===== src/keyed_quantity_table_macros.svh =====
// -----------------------------------------------------------------------------
// keyed_quantity_table_macros.svh
// Assertion shorthands shared by the keyed quantity table RTL.
// -----------------------------------------------------------------------------
`ifndef KEYED_QUANTITY_TABLE_MACROS_SVH
`define KEYED_QUANTITY_TABLE_MACROS_SVH

// Condition holds at every clock edge outside reset
`define KQT_ASSERT_ALWAYS(label, clk, rst, cond, msg) \
   label: assert property (@(posedge clk) disable iff (rst) (cond)) else $error(msg);

// Antecedent implies consequent in the same cycle
`define KQT_ASSERT_SAME(label, clk, rst, ante, cons, msg) \
   label: assert property (@(posedge clk) disable iff (rst) (ante) |-> (cons)) \
      else $error(msg);

// Antecedent implies consequent in the following cycle
`define KQT_ASSERT_NEXT(label, clk, rst, ante, cons, msg) \
   label: assert property (@(posedge clk) disable iff (rst) (ante) |=> (cons)) \
      else $error(msg);

`endif


===== src/kqt_pkg.sv =====
// -----------------------------------------------------------------------------
// kqt_pkg
// Types and constants shared by the keyed quantity table cells and top level.
// -----------------------------------------------------------------------------
`default_nettype none

package kqt_pkg;

   localparam int unsigned KEY_W  = 32;
   localparam int unsigned QTY_W  = 32;
   localparam int unsigned SLOT_W = 7;

   // Request codes
   typedef enum logic [1:0] {
      REQ_INSERT = 2'd0,
      REQ_SEARCH = 2'd1,
      REQ_CHANGE = 2'd2,
      REQ_UNUSED = 2'd3
   } req_kind_type;

   // Result status codes
   typedef enum logic [1:0] {
      ST_OK        = 2'd0,
      ST_FULL      = 2'd1,
      ST_DUPLICATE = 2'd2,
      ST_NOT_FOUND = 2'd3
   } status_type;

   // Item travelling down the row of cells
   typedef struct packed {
      logic                     valid;
      req_kind_type             op;
      logic [KEY_W-1:0]         key;
      logic signed [QTY_W-1:0]  amount;
      logic                     full;   // insert refused at entry, cells ignore it
      logic                     hit;    // key matched a filled entry
      logic                     wrote;  // insert appended a new entry
      logic signed [QTY_W-1:0]  qty;
      logic [SLOT_W-1:0]        slot;
   } token_type;

endpackage

`default_nettype wire


===== src/kqt_cell.sv =====
// -----------------------------------------------------------------------------
// kqt_cell
// One table entry: holds a key and quantity, checks the passing item against
// them, applies inserts and quantity changes, hands the item to the next cell.
// -----------------------------------------------------------------------------
`default_nettype none

module kqt_cell #(
   parameter int unsigned INDEX = 0,
   parameter int unsigned CNT_W = 8
) (
   input  wire logic             clock,
   input  wire logic             reset,
   input  wire logic [CNT_W-1:0] entry_count,
   input  wire kqt_pkg::token_type tok_in,
   output      kqt_pkg::token_type tok_out
);

   import kqt_pkg::*;

   localparam logic [CNT_W-1:0]  MY_INDEX = CNT_W'(INDEX);
   localparam logic [SLOT_W-1:0] MY_SLOT  = SLOT_W'(INDEX);

   logic [KEY_W-1:0]        key_ff,  key_in;
   logic signed [QTY_W-1:0] qty_ff,  qty_in;
   token_type               tok_ff,  tok_in_next;
   logic                    live;
   logic                    match;
   logic                    append;
   logic signed [QTY_W-1:0] sum_sat;

   // Saturating signed add
   function automatic logic signed [QTY_W-1:0] sat_add(
      input logic signed [QTY_W-1:0] a,
      input logic signed [QTY_W-1:0] b
   );
      logic signed [QTY_W:0] s;
      s = {a[QTY_W-1], a} + {b[QTY_W-1], b};
      if (s[QTY_W] != s[QTY_W-1]) begin
         sat_add = s[QTY_W] ? {1'b1, {(QTY_W-1){1'b0}}} : {1'b0, {(QTY_W-1){1'b1}}};
      end else begin
         sat_add = s[QTY_W-1:0];
      end
   endfunction

   // Entry checks: only filled entries are compared, first match wins
   assign live    = tok_in.valid && !tok_in.full && !tok_in.hit && !tok_in.wrote;
   assign match   = live && (MY_INDEX < entry_count) && (key_ff == tok_in.key);
   assign append  = live && (tok_in.op == REQ_INSERT) && (MY_INDEX == entry_count);
   assign sum_sat = sat_add(qty_ff, tok_in.amount);

   // Next entry contents and outgoing item
   always_comb begin
      key_in      = key_ff;
      qty_in      = qty_ff;
      tok_in_next = tok_in;
      if (append) begin
         key_in            = tok_in.key;
         qty_in            = tok_in.amount;
         tok_in_next.wrote = 1'b1;
         tok_in_next.qty   = tok_in.amount;
         tok_in_next.slot  = MY_SLOT;
      end else if (match) begin
         tok_in_next.hit  = 1'b1;
         tok_in_next.slot = MY_SLOT;
         if (tok_in.op == REQ_CHANGE) begin
            qty_in          = sum_sat;
            tok_in_next.qty = sum_sat;
         end else begin
            tok_in_next.qty = qty_ff;
         end
      end
   end

   // Entry storage, undefined until written
   always_ff @(posedge clock) begin
      key_ff <= key_in;
      qty_ff <= qty_in;
   end

   // Hand-off register to the next cell
   always_ff @(posedge clock) begin
      if (reset) begin
         tok_ff.valid <= 1'b0;
      end else begin
         tok_ff <= tok_in_next;
      end
   end

   assign tok_out = tok_ff;

endmodule

`default_nettype wire


===== config.mk =====
export PLATFORM = sky130hd
export DESIGN_NAME = kqt_cell
export DESIGN_NICKNAME = d
export VERILOG_FILES = /design/src/keyed_quantity_table_macros.svh /design/src/kqt_pkg.sv /design/src/kqt_cell.sv
export SDC_FILE = /design/constraint.sdc
export NUM_CORES = 1
export LEC_CHECK = 0
export BUFFER_PORTS_ARGS = -buffer_cell sky130_fd_sc_hd__buf_2
export CAP_MARGIN = 20
export CORE_MARGIN = 4
export CORE_UTILIZATION = 58
export DETAILED_ROUTE_END_ITERATION = 12
export GPL_TIMING_DRIVEN = 0
export PLACE_DENSITY = 0.9
export SETUP_SLACK_MARGIN = 0.3
export SLEW_MARGIN = 20
export SYNTH_ARGS = -nofsm -noshare
export SYNTH_HDL_FRONTEND = slang
export SYNTH_SLANG_ARGS = --single-unit
export TNS_END_PERCENT = 20

===== constraint.sdc =====
create_clock -name clock -period 5.1 [get_ports clock]
set_input_delay 1.02 -clock clock [delete_from_list [all_inputs] [get_ports clock]]
set_output_delay 1.02 -clock clock [all_outputs]
set_load 0.02 [all_outputs]

==> results.py, run 1 <==
metrics = {
    "run_status": {
        "status": "complete, no violations",
    },
    "synth": {
        "synth_top_area_cell": "edfxtp_1",
        "synth_flop_cell": "edfxtp_1",
        "synthTopCellsByArea": "edfxtp_1 (55%), xnor2_1 (4.8%), ha_1 (4.3%)",
        "synth_top_area_share_pct": 55.3,
        "async_flop_share_pct": 0,
        "synth-edff-count": 172,
        "ys_warn_count": 0,
        "syn_nets": 949,
        "ys_ff_latch": 173,
        "synthTopCellsByCount": "edfxtp_1 (172), nand2_1 (77), nor2_1 (54)",
        "synth.yosys.seq_area_share_pct": 55.5,
        "syn-instance-count": 797,
        "synth_area_sq_um": 9340,
        "synth.most_common_cell": "edfxtp_1",
        "synth_cell_types": 75,
        "syn_area_per_cell_sq_um": 11.7,
    },
    "setup_path": {
        "cpLargestDelayFamily": "compound AO/OA/AOI/OAI gates",
        "cp_common_cell": "o211ai_1",
        "start_kind": "input pin",
        "worstSetupPathDepth": 13,
        "crit_end": "tok_out[15]",
        "cp-startpoint": "tok_in[42]",
        "critPathArrivalTime_ns": 4.42,
        "max_stage_delay_ns": 0.67,
        "ff2ff_path_depth": 12,
        "timing.rr.end": "tok_out[15]",
        "r2r_slack_ns": 1.16,
        "worstPathRequired_ns": 5.24,
        "path_class": "input pin to register",
        "crit_chain": "buf_2 -> ha_1 -> inv_1 -> fa_1 -> nand2b_1 -> a21oi_2 -> o211ai_1 -> o211ai_2 -> a31o_2 -> nor3_2 -> a211oi_2 -> o2bb2ai_1 -> o211ai_1",
        "cp_max_fo": 8,
        "r2r_start": "qty_ff[0]",
        "crit_path_end_kind": "register",
        "critPathBufInv": 2,
        "crit_slowest_cell": "a211oi_2",
    },
    "power": {
        "combPwrFrac_pct": 14.7,
        "p_leak_nw": 4.40,
        "p_clk_share_pct": 39.2,
        "switching_power_mw": 1.00,
        "internal_power_mw": 2.59,
        "vdd_drop_max_uv": 231,
        "powerDensity_nw_per_um2": 313,
        "p_sw_share_pct": 27.9,
        "seqPwrFrac_pct": 46.2,
    },
    "sta": {
        "maxSlewViolCount": 0,
        "rsz0062_at_grt": "false",
        "hold_viol": 0,
        "fin_crit_sh_pct": 83.9,
        "setup_tns_ns": 0,
        "setup_viol": 0,
        "clock-skew-final_ns": 0.0122,
        "relSlewSlack_pct": 36.9,
        "worst_pin_slew_ns": 0.946,
        "period_needed_ns": 4.28,
        "clock.fmax_mhz": 234,
    },
    "min_path": {
        "min_path_type": "register to register",
    },
    "floorplan": {
        "die-area_sq_um": 18200,
        "fp.dieH_um": 135,
        "fp-row-count": 46,
        "die_x_um": 135,
        "io_pins": 228,
        "initial_core_util_pct": 59.0,
        "core_sq_um": 15800,
    },
    "clock_tree": {
        "post_cts_buffers": 0,
        "ctsHoldBuffers": 0,
        "ctsResizeCount": 0,
        "cts.path.max_buffers": 2,
        "numCtsBuffers": 17,
        "cts_max_level": 4,
        "clkSinkCount": 173,
        "clk_latency_ns": 0.44,
        "clk_pin_slew_ns": 0.08,
        "clock-root-buffer": "clkbuf_16",
        "cts_tree": "built",
    },
    "global_route": {
        "grt_pass1_wl_um": 41700,
        "grt_overflow_total": 0,
        "grt_pass1_vias": 7543,
        "grt_usage_pct": 30.0,
        "antenna_found_initial": 3,
        "grt_max_degree": 65,
    },
    "route": {
        "wirelength_um": 27600,
        "drc": 0,
        "drt_pass1_iterations": 5,
        "initialDrtViolationCount": 893,
        "num_vias": 7915,
        "ant_nets": 0,
        "via_per_inst": 6.20,
        "wl_per_cell_um": 21.6,
    },
    "placed_design": {
        "gp_congestion": 0.957,
        "dp_hpwl_um": 20400,
        "placed_area_sq_um": 10800,
        "io_buffers": 227,
    },
    "job": {
        "cap_violations": 0,
    },
    "final_layout": {
        "nets": 1197,
        "drive_gt1_share_pct": 30.3,
        "area_delta_synth_final_pct": 22.7,
        "stdcell_area_sq_um": 11500,
    },
}
[per-layer routing]
| layer | vias up | global-route usage (%) | part of all wire (%) |
|---|---|---|---|
| li1 | 3569 | - | - |
| met1 | 3799 | 41.4 | 40 |
| met2 | 475 | 49.0 | 49 |
| met3 | 72 | 4.69 | 9.0 |
| met4 | 0 | 9.67 | 2.3 |
| met5 | - | 0 | 0 |
[kinds of logic (layout without fill, tap and decap cells)]
logic type / after synthesis / in the layout / synth area share [%]
buffers and inverters: 50 / 311 / 2.48
adders and majority gates: 33 / 33 / 4.50
muxes: 1 / 1 / 0.121
and+or+nand+nor: 223 / 223 / 11.6
xor gates and xnor gates: 58 / 58 / 5.44
AOI/OAI and AO/OA: 259 / 259 / 20.4
other: 0 / 3 / 0
DFF: 173 / 173 / 55.5
[power groups by stage]
stage	Combinational, mW	Sequential [mW]	Clock (mW)
5_1_grt	0.563	1.66	1.47
4_1_cts	0.521	1.66	1.40
6_report	0.527	1.66	1.40
3_5_place_dp	0.517	1.69	0
2_1_floorplan	0.221	1.79	0
3_3_place_gp	0.503	1.69	0
[state kept, by name, indices dropped and copies added, names as in the netlist]
name	cells
qty_ff	32
tok_out	109
key_ff	32
[tightest hold or removal path, delay by kind of cell (launching register included)]
family / cells / cell delay [ns]
flops: 1 / 0.35
compound gates: 1 / 0.13
simple gates: 1 / 0.08
[how the worst min path moves through the flow]
stage,to,slack [ns],start,cells after the start
finish,tok_out[25],0.67,qty_ff[18],2
global route,tok_out[35],0.68,qty_ff[28],2
CTS,tok_out[35],0.64,qty_ff[28],2
detailed placement,tok_out[35],0.62,qty_ff[28],2
global placement,tok_out[35],0.60,qty_ff[28],2
floorplan,tok_out[35],0.56,qty_ff[28],2
[cells in the final DEF, fill, tap and decap left out, types with 7 or more instances in the layout]
master and instances:
o211ai_1 14, buf_2 238, ha_1 32, o21ai_1 17
nor2_1 54, clkbuf_1 17, inv_1 15, o31ai_1 36
nor3_1 9, xnor2_1 51, nand4_1 14, o21ai_0 28
nand2_1 77, and3_1 10, a21oi_2 13, a21boi_0 25
a21oi_1 47, xor2_1 7, o21a_1 8, nand2b_1 8
a21o_1 10, and2_1 8, clkbuf_16 17, nand3_1 16
edfxtp_1 172
[stage by stage]
step | power [mW] | cells | hold slack (ns) | worst slack, ns | util, %
final | 3.59 | 1277 | 0.665 | 0.821 | 72.4
after global routing | 3.70 | 1277 | 0.685 | 0.669 | 72.4
after CTS | 3.58 | 1274 | 0.641 | 0.954 | 72.4
after detailed placement | 2.20 | 1242 | 0.616 | 0.501 | 68.3
after global placement | 2.19 | 1240 | 0.604 | 0.359 | 67.9
after floorplan | 2.01 | 797 | 0.558 | 1.36 | -
[cell type report]
| type | count | area [sq um] |
|---|---|---|
| flip-flops and latches | 173 | 5180 |
| clock inverters | 15 | 220 |
| multi-input cells | 574 | 3920 |
| clock buffers | 17 | 425 |
| well taps | 216 | 270 |
| diodes | 3 | 7.51 |
| plain buffers | 32 | 164 |
| repair buffers | 229 | 1190 |
| fillers | 1076 | 4370 |
| inverters | 18 | 72.6 |
(Power assumes the default switching activity.)
==> run 2: changes to the inputs <==
CORE_UTILIZATION = 54   (was 58)
PLACE_DENSITY = 0.85   (was 0.9)
clock period = 4.3 ns   (was 5.1 ns; I/O delays follow)
==> results.py, run 2 (synthesis gave the netlist of run 1 again) <==
metrics = {
    "sta": {
        "clock-skew-final_ns": 0.0113,
        "setup_viol": 0,
        "relSlewSlack_pct": 37.6,
        "fin_crit_sh_pct": 90.2,
        "setup_tns_ns": 0,
        "hold_viol": 0,
        "worst_pin_slew_ns": 0.936,
        "rsz0062_at_grt": "false",
        "maxSlewViolCount": 0,
        "period_needed_ns": 3.88,
        "clock.fmax_mhz": 258,
    },
    "route": {
        "initialDrtViolationCount": 693,
        "wl_per_cell_um": 20.7,
        "num_vias": 7679,
        "via_per_inst": 6.00,
        "drt_pass1_iterations": 5,
        "drc": 0,
        "wirelength_um": 26500,
        "ant_nets": 0,
    },
    "power": {
        "finalPower_mw": 4.15,
        "p_leak_nw": 4.39,
        "vdd_drop_max_uv": 293,
        "powerDensity_nw_per_um2": 363,
    },
    "setup_path": {
        "cp_max_fo": 10,
        "critPathArrivalTime_ns": 4.04,
        "cp-startpoint": "tok_in[42]",
        "crit_path_end_kind": "register",
        "cpLargestDelayFamily": "compound AO/OA/AOI/OAI gates",
        "crit_slowest_cell": "o211ai_4",
        "critPathBufInv": 3,
        "timing.rr.end": "qty_ff[10]",
        "start_kind": "input pin",
        "r2r_start": "qty_ff[0]",
        "max_stage_delay_ns": 0.41,
        "ff2ff_path_depth": 13,
        "r2r_slack_ns": 0.60,
        "worstPathRequired_ns": 4.47,
        "worstSetupPathDepth": 14,
        "path_class": "input pin to register",
        "crit_chain": "buf_2 -> ha_1 -> inv_1 -> fa_1 -> nand2b_1 -> a21oi_2 -> o211ai_1 -> o211ai_4 -> a31o_2 -> nor3_2 -> a211o_2 -> buf_6 -> a31oi_2 -> o31ai_1",
    },
    "clock_tree": {
        "clk_pin_slew_ns": 0.08,
        "ctsResizeCount": 0,
        "clock-root-buffer": "clkbuf_16",
        "numCtsBuffers": 17,
        "clkSinkCount": 173,
        "clk_latency_ns": 0.44,
        "cts_max_level": 4,
        "post_cts_buffers": 0,
        "cts.path.max_buffers": 2,
        "cts_tree": "built",
        "ctsHoldBuffers": 0,
    },
    "floorplan": {
        "fp.dieH_um": 140,
        "die-area_sq_um": 19500,
        "io_pins": 228,
        "die_x_um": 140,
        "core_sq_um": 16800,
        "initial_core_util_pct": 55.7,
        "fp-row-count": 47,
    },
    "run_status": {
        "status": "complete, no violations",
    },
    "final_layout": {
        "nets": 1197,
        "final_common_cell": "buf_2",
        "fill_cells": 1238,
        "area_delta_synth_final_pct": 22.4,
        "largest_reg_flops": 109,
        "drive_gt1_share_pct": 30.2,
        "layout_common_cells": "buf_2 (238), edfxtp_1 (172), nand2_1 (77)",
    },
    "global_route": {
        "grt_pass1_wl_um": 41200,
        "grt_overflow_total": 0,
        "antenna_found_initial": 1,
        "grt_max_degree": 81,
        "grt_pass1_vias": 7674,
        "grt_usage_pct": 26.9,
    },
    "min_path": {
        "worstHoldPathCells": 1,
        "min-delay-start": "tok_in[94]",
        "min_to": "tok_out[94]",
        "min_path_type": "input pin to register",
    },
    "placed_design": {
        "io_buffers": 227,
        "gp_congestion": 0.942,
        "dp_hpwl_um": 19800,
    },
    "job": {
        "cap_violations": 0,
    },
}
run 2: through the flow:
| stage | hold slack [ns] | std cells | util, % | cell area, sq um | setup slack (ns) |
|---|---|---|---|---|---|
| 2_1_floorplan | 0.558 | 797 | - | 9340 | 0.716 |
| 3_3_place_gp | 0.612 | 1244 | 64.2 | 10800 | -0.293 |
| 3_5_place_dp | 0.627 | 1246 | 64.5 | 10800 | -0.113 |
| 4_1_cts | 0.621 | 1278 | 68.1 | 11400 | 0.342 |
| 5_1_grt | 0.625 | 1279 | 68.2 | 11400 | 0.295 |
| 6_report | 0.632 | 1279 | 68.2 | 11400 | 0.421 |
run 2: routing by layer:
| layer | share of wire (%) | GRT usage, % |
|---|---|---|
| met1 | 42 | 36.5 |
| met2 | 47 | 42.1 |
| met3 | 7.9 | 6.24 |
| met4 | 3.2 | 10.8 |
| met5 | 0 | 0 |
run 2: worst max path at each step:
stage / to / slack (ns)
2_1_floorplan: qty_ff[2] / 0.72
3_3_place_gp: qty_ff[13] / -0.29
3_5_place_dp: tok_out[15] / -0.11
4_1_cts: tok_out[15] / 0.34
5_1_grt: qty_ff[10] / 0.29
6_report: qty_ff[10] / 0.42
run 2: cell type report:
cell class	instances	area, sq um	area share (%)
clock inverter	15	175	1.53
multi-input combinational	574	3950	34.5
inverter	18	72.6	0.635
sequential	173	5180	45.3
tap	220	275	2.41
antenna	1	2.50	0.0219
buffer	32	164	1.43
clock buffer	17	425	3.72
timing repair buffer	229	1190	10.4
run 2: report_power, final:
group          switching, mW  total, mW  internal, mW
clock network          0.734       1.57         0.832
logic                  0.401      0.622         0.221
registers             0.0175       1.96          1.95
